[src/hw/rtl/cqps_pkg.sv]
// Shared constants and types for the quadratic curve point sampler.
`timescale 1ns / 1ps
package cqps_pkg;

   localparam int INDEX_W  = 14;
   localparam int STEP_W   = 14;
   localparam int ADDR_W   = 5;
   localparam int DATA_W   = 32;
   localparam int NUM_REGS = 6;

   localparam logic [2:0] REG_CTRL0_X = 3'd0;
   localparam logic [2:0] REG_CTRL0_Y = 3'd1;
   localparam logic [2:0] REG_CTRL1_X = 3'd2;
   localparam logic [2:0] REG_CTRL1_Y = 3'd3;
   localparam logic [2:0] REG_CTRL2_X = 3'd4;
   localparam logic [2:0] REG_CTRL2_Y = 3'd5;

   typedef struct packed {
      logic              in_range;
      logic [STEP_W-1:0] step_total;
   } side_type;

endpackage

[src/hw/rtl/cqps_div.sv]
// Pipelined restoring divider, one quotient bit per stage for both coordinates.
`timescale 1ns / 1ps
module cqps_div #(
   parameter int CB = 12,
   parameter int NW = 14
) (
   input  logic                   clock,
   input  logic                   reset,
   input  logic                   in_valid,
   input  cqps_pkg::side_type     in_side,
   input  logic [2*NW+CB-1:0]     in_num_x,
   input  logic [2*NW+CB-1:0]     in_num_y,
   input  logic [2*NW-1:0]        in_den,
   output logic                   out_valid,
   output cqps_pkg::side_type     out_side,
   output logic [CB-1:0]          out_q_x,
   output logic [CB-1:0]          out_q_y
);
   import cqps_pkg::*;

   localparam int DW = 2*NW + CB;

   logic              valid_ff [CB+1];
   side_type          side_ff  [CB+1];
   logic [DW-1:0]     rem_x_ff [CB+1];
   logic [DW-1:0]     rem_y_ff [CB+1];
   logic [CB-1:0]     q_x_ff   [CB+1];
   logic [CB-1:0]     q_y_ff   [CB+1];
   logic [2*NW-1:0]   den_ff   [CB+1];

   always_comb begin
      valid_ff[0] = in_valid;
      side_ff[0]  = in_side;
      rem_x_ff[0] = in_num_x;
      rem_y_ff[0] = in_num_y;
      q_x_ff[0]   = '0;
      q_y_ff[0]   = '0;
      den_ff[0]   = in_den;
   end

   for (genvar k = 0; k < CB; k++) begin : g_stage
      localparam int BIT = CB - 1 - k;
      logic [DW-1:0] trial;
      logic          take_x, take_y;

      assign trial  = DW'(den_ff[k]) << BIT;
      assign take_x = rem_x_ff[k] >= trial;
      assign take_y = rem_y_ff[k] >= trial;

      always_ff @(posedge clock) begin
         if (reset) begin
            valid_ff[k+1] <= 1'b0;
         end else begin
            valid_ff[k+1] <= valid_ff[k];
         end
      end

      always_ff @(posedge clock) begin
         side_ff[k+1]  <= side_ff[k];
         den_ff[k+1]   <= den_ff[k];
         rem_x_ff[k+1] <= take_x ? rem_x_ff[k] - trial : rem_x_ff[k];
         rem_y_ff[k+1] <= take_y ? rem_y_ff[k] - trial : rem_y_ff[k];
         q_x_ff[k+1]   <= q_x_ff[k] | (CB'(take_x) << BIT);
         q_y_ff[k+1]   <= q_y_ff[k] | (CB'(take_y) << BIT);
      end
   end

   assign out_valid = valid_ff[CB];
   assign out_side  = side_ff[CB];
   assign out_q_x   = q_x_ff[CB];
   assign out_q_y   = q_y_ff[CB];

endmodule

[config.mk]
export PLATFORM = sky130hd
export DESIGN_NAME = cqps_div
export DESIGN_NICKNAME = d
export VERILOG_FILES = /design/src/hw/rtl/cqps_pkg.sv /design/src/hw/rtl/cqps_div.sv
export SDC_FILE = /design/constraint.sdc
export NUM_CORES = 2
export LEC_CHECK = 0
export BUFFER_PORTS_ARGS = -buffer_cell sky130_fd_sc_hd__buf_4
export CAP_MARGIN = 20
export CORE_MARGIN = 3
export CORE_UTILIZATION = 60
export DETAILED_ROUTE_END_ITERATION = 7
export GPL_TIMING_DRIVEN = 0
export HOLD_SLACK_MARGIN = 0.05
export PLACE_DENSITY = 0.77
export SYNTH_ARGS = -nofsm -noshare
export SYNTH_HDL_FRONTEND = slang
export SYNTH_SLANG_ARGS = --single-unit
[constraint.sdc]
create_clock -name clock -period 4.1 [get_ports clock]
set_clock_uncertainty 0.1 [all_clocks]
set_input_delay 0.82 -clock clock [delete_from_list [all_inputs] [get_ports clock]]
set_output_delay 0.82 -clock clock [all_outputs]
set_load 0.05 [all_outputs]
Yosys cells after proc, flatten, opt, wreduce, memory -nomap -nowiden
Index checks and enable logic that the tools add are counted.
{"block": "totals", "regBits": 1646, "output_inout_bits": 40, "inputBits": 126}
{"block": "classes", "n_addsub": 22, "n_bitwise": 22, "n_lt_le_gt_ge": 24, "n_mux": 22}
{"operator": "40-bit 2-to-1 mux", "count": 22}
{"operator": "40-bit by 28-bit greater-or-equal comparator with 1-bit output", "count": 2}
{"operator": "40-bit by 29-bit greater-or-equal comparator with 1-bit output", "count": 2}
{"operator": "40-bit by 30-bit greater-or-equal comparator with 1-bit output", "count": 2}
{"operator": "40-bit by 31-bit greater-or-equal comparator with 1-bit output", "count": 2}
{"operator": "40-bit by 32-bit greater-or-equal comparator with 1-bit output", "count": 2}
{"operator": "40-bit by 33-bit greater-or-equal comparator with 1-bit output", "count": 2}
{"operator": "40-bit by 34-bit greater-or-equal comparator with 1-bit output", "count": 2}
{"operator": "40-bit by 35-bit greater-or-equal comparator with 1-bit output", "count": 2}
{"operator": "40-bit by 36-bit greater-or-equal comparator with 1-bit output", "count": 2}
{"operator": "40-bit by 37-bit greater-or-equal comparator with 1-bit output", "count": 2}
{"operator": "40-bit by 38-bit greater-or-equal comparator with 1-bit output", "count": 2}
{"operator": "40-bit by 39-bit greater-or-equal comparator with 1-bit output", "count": 2}
{"operator": "40-bit by 29-bit subtractor with 40-bit output", "count": 2}
{"operator": "40-bit by 30-bit subtractor with 40-bit output", "count": 2}
{"operator": "40-bit by 31-bit subtractor with 40-bit output", "count": 2}
{"operator": "40-bit by 32-bit subtractor with 40-bit output", "count": 2}
{"operator": "40-bit by 33-bit subtractor with 40-bit output", "count": 2}
{"operator": "40-bit by 34-bit subtractor with 40-bit output", "count": 2}
{"operator": "40-bit by 35-bit subtractor with 40-bit output", "count": 2}
{"operator": "40-bit by 36-bit subtractor with 40-bit output", "count": 2}
{"operator": "40-bit by 37-bit subtractor with 40-bit output", "count": 2}
{"operator": "40-bit by 38-bit subtractor with 40-bit output", "count": 2}
{"operator": "40-bit by 39-bit subtractor with 40-bit output", "count": 2}
{"operator": "11 further kinds", "count": 22}

Longest topological paths before layout
{"block": "depth", "word_depth": 2, "mapped_depth": 15, "ltp_nobuf": 14}

Least setup slack after synthesis
No wires, ideal clock.
{"block": "synth_timing", "kind": "in2reg", "start": "input port in_den[1]", "end": "register rem_y_ff[479] (netlist name)", "n_path_buf": 1, "setup_time_ns": 0.121, "setup_slack_ns": 0.518, "path_stages": 13, "t_arrival_ns": 3.361, "cell_sequence": "inv_1 > ha_1 > nor2b_1 > o31a_1 > o21ai_1 > nand2b_1 > a221o_1 > o41a_1 > a31o_2 > o21ai_4 > buf_4 > nor2_1 > mux2_2"}
{"block": "synth_via", "elab_chain_cells": 2}
{"item": "start: declaration", "line": "cqps_div.sv:13", "text": "input logic [2*NW-1:0] in_den,"}
{"item": "40-bit by 39-bit subtractor with 40-bit output or 40-bit by 39-bit greater-or-equal comparator with 1-bit output (tied branches)", "line": "cqps_div.sv:62, cqps_div.sv:48"}
{"item": "40-bit 2-to-1 mux (*)", "line": "cqps_div.sv:62", "text": "rem_y_ff[k+1] <= take_y ? rem_y_ff[k] - trial : rem_y_ff[k];"}
{"item": "end signal: indexed assignment", "line": "cqps_div.sv:62"}
{"item": "end: declaration", "line": "cqps_div.sv:26", "text": "logic [DW-1:0] rem_y_ff [CB+1];"}
Mark *: on every way between the ends. The rest lies on a longest branch, timed or not.
A chain may end at the register's enable or synchronous reset.

Worst setup path in the final report
{"block": "layout_timing", "start": "register den_ff[257] (netlist name)", "end": "register rem_x_ff[355] (netlist name)"}
{"block": "layout_via", "elab_chain_cells": 2}
{"item": "start: declaration", "line": "cqps_div.sv:29", "text": "logic [2*NW-1:0] den_ff [CB+1];"}
{"item": "start signal: indexed assignment", "line": "cqps_div.sv:60", "text": "den_ff[k+1] <= den_ff[k];"}
{"item": "40-bit by 36-bit subtractor with 40-bit output or 40-bit by 36-bit greater-or-equal comparator with 1-bit output (tied branches)", "line": "cqps_div.sv:61, cqps_div.sv:47"}
{"item": "40-bit 2-to-1 mux (*)", "line": "cqps_div.sv:61", "text": "rem_x_ff[k+1] <= take_x ? rem_x_ff[k] - trial : rem_x_ff[k];"}
{"item": "end signal: indexed assignment", "line": "cqps_div.sv:61"}
{"item": "end: declaration", "line": "cqps_div.sv:25", "text": "logic [DW-1:0] rem_x_ff [CB+1];"}
Marks and branches as above.

==> impl_metrics.ini <==
[synth]
yosysMostFrequentCell = dfxtp_1
synthTopCellsByArea = dfxtp_1 41%, ha_1 11%, a21oi_1 5.0%, xnor2_1 4.3%, o21ai_0 3.7%
synth_nets = 8919
netlist_instances = 8099
synthArstFlopShare = 0
synth_flop_cell = dfxtp_1
synth_common_cells = 1,536 x dfxtp_1, 742 x a21oi_1, 672 x ha_1, 638 x nand2_1, 547 x o21ai_0
synth_area_um2 = 74100
netlist-cell-type-count = 105
syn_area_per_cell_um2 = 9.16
synth_area_leader_cell = dfxtp_1
yosysTopAreaCellShare = 0.415
synth_edf_count = 0
ys_ff_latch = 1536
ys_warn_count = 0
yosysSeqAreaShare = 0.415

[worst_setup_path]
startpoint_type = flip-flop
end_kind = flip-flop
critPathKind = flip-flop to flip-flop
critPathMaxFanout = 10
cp.required_ns = 4.66
arrival_ns = 4.67

[clock_tree]
clock_sinks = 1536
clock_path_buffers = 3
numCtsBuffers = 155
cts_tree = built
htree_levels = 4
clk_latency_ns = 0.80
path_clk_slew_ns = 0.06
clock-root-buffer = clkbuf_16

[sta]
clock.fmax_mhz = 244
drv_slew = 0
setup_viol = 1
fin_setup_tns_ns = -0.00402
post-route-min-period_ns = 4.10
slew_headroom = 0.207
setup_ws_ns = -0.00402
hold_viol = 0
worstMarginPinSlew_ns = 1.18
finalCritPeriodShare = 1.00

[floorplan]
die_area_um2 = 128000
die_w_um = 358
start_util = 0.607
die_h_um = 358
rows = 128
coreArea_um2 = 122000
ios = 166

[cells_and_area]
final_nets = 9329
area_growth_pct = 13.8
final_area_um2 = 84400
drive_gt1_frac = 0.101
fin_util = 0.691

[placed_design]
gp_congestion = 1.02
dpl.hpwl_mm = 178
port_buffers = 165
dpl_cell_area_um2 = 77500

[detailed_routing]
drc_errors = 0
ant_nets = 0
via_per_inst = 5.86
vias = 60126
wl_mm = 222
wl_per_cell_um = 21.6
drt_iter0_drc = 4002
drt_pass1_iterations = 7

[worst_hold_path]
hold_class = primary input to flip-flop

[global_route]
grt_usage = 0.341
grt_overflow = 0
grt_max_degree = 18
antenna_found_initial = 3
met3_usage = 0.0393
grt_pass1_vias = 62183
met2_usage = 0.649
grt.busiest_layer = met2
grt_pass1_wl_mm = 337
met1_usage = 0.312

[status]
outcome = finished with violations
failed_checks = setup timing

[power_and_ir_drop]
powerDensity_nw_per_um2 = 854
power_leakage_uw = 0.0378
peakVddDrop_v = 0.000536
total_power_uw = 72100

[job]
cap_viol_max_count = 0
==> where the power goes <==
group          internal [µW]  leakage (µW)  total [µW]  switching [µW]
clock                   9000       0.00272       15100            6130
sequential             19700        0.0129       22800            3060
combinational          14500        0.0221       34200           19600
total                  43200        0.0378       72100           28800
==> sequential cells by signal, indices dropped and copies added (netlist names) <==
| register | flops |
|---|---|
| rem_x_ff | 440 |
| rem_y_ff | 440 |
| den_ff | 308 |
| side_ff | 165 |
| q_x_ff | 66 |
| q_y_ff | 66 |
| out_side | 15 |
| out_q_x | 12 |
| out_q_y | 12 |
| valid_ff | 11 |
| out_valid | 1 |
==> routing by layer <==
| metal | wire [µm] | up-vias |
|---|---|---|
| met1 | 75200 | 27829 |
| met4 | 23900 | 0 |
| met5 | 0 | - |
| met2 | 115000 | 2070 |
| li1 | - | 29391 |
| met3 | 7760 | 836 |
==> kinds of logic after synthesis <==
logic type	Yosys count	synth area share
flip-flops	1536	0.415
multiplexers	150	0.0227
AO/OA/AOI/OAI	2269	0.192
adder cells (fa/ha/maj)	694	0.119
buffers and inverters	771	0.0424
AND/OR/NAND/NOR	2038	0.134
XOR/XNOR	641	0.0757
==> worst paths after layout <==
| kind | from | endpoint | slack (ns) | cells past startpoint |
|---|---|---|---|---|
| setup / recovery | den_ff[257] | rem_x_ff[355] | -0.004 | 15 |
| hold / removal | in_den[1] | den_ff[309] | 0.09 | 1 |
| setup reg to reg | den_ff[257] | rem_x_ff[355] | -0.004 | 15 |
| hold reg to reg | side_ff[84] | side_ff[69] | 0.22 | 0 |
==> worst max-delay path, stage by stage, from the launching register on <==
cell and delay (ns):
dfxtp_1 0.36, inv_1 0.08, ha_1 0.33, a21oi_1 0.31
o21ai_0 0.13, a21oi_1 0.22, a31oi_1 0.18, a21oi_2 0.36
and2_1 0.38, o31a_1 0.44, o41ai_4 0.09, buf_4 0.19
buf_4 0.18, clkbuf_2 0.31, nor2_1 0.22, a21oi_1 0.08
==> per-stage QoR <==
stage,hold slack (ns),setup WS (ns),std cells
after floorplan,0.210,0.518,8099
after global placement,0.209,-1.53,9889
after detailed placement,0.212,-1.53,9895
after CTS,0.0502,0.00394,10256
after global routing,0.0652,-0.0104,10264
final,0.0907,-0.00402,10265
==> cell type report <==
| type | count | area, µm² |
|---|---|---|
| Sequential cell | 1536 | 30700 |
| Multi-Input combinational cell | 5792 | 40600 |
| Fill cell | 9423 | 37800 |
| Clock buffer | 204 | 4390 |
| Timing Repair Buffer | 257 | 2090 |
| Antenna cell | 4 | 10.0 |
| Buffer | 244 | 1270 |
| Tap cell | 1625 | 2030 |
| Clock inverter | 80 | 1230 |
| Inverter | 523 | 1970 |
==> repair_timing <==
| action | 4_1_cts | 5_1_grt |
|---|---|---|
| gates cloned | 0 | 0 |
| setup endpoints to repair | 453 | 270 |
| resized for setup | 79 | 63 |
| pin swaps | 7 | 6 |
| hold endpoints to repair | 64 | 0 |
| hold buffers | 64 | 0 |
| setup buffers | 15 | 7 |
==> layout by cell type (no fill, tap or decap), drive strengths merged, types with 143 or more instances in the layout <==
master	Yosys	routed
xnor2	365	365
dfxtp	1536	1536
xor2	276	276
mux2	143	143
a21oi	745	745
buf	110	300
nand2	638	638
clkbuf	138	341
ha	672	672
nor2	502	502
a21o	342	342
inv	521	534
o21ai	565	565
Power figures use the tool's default switching activity.
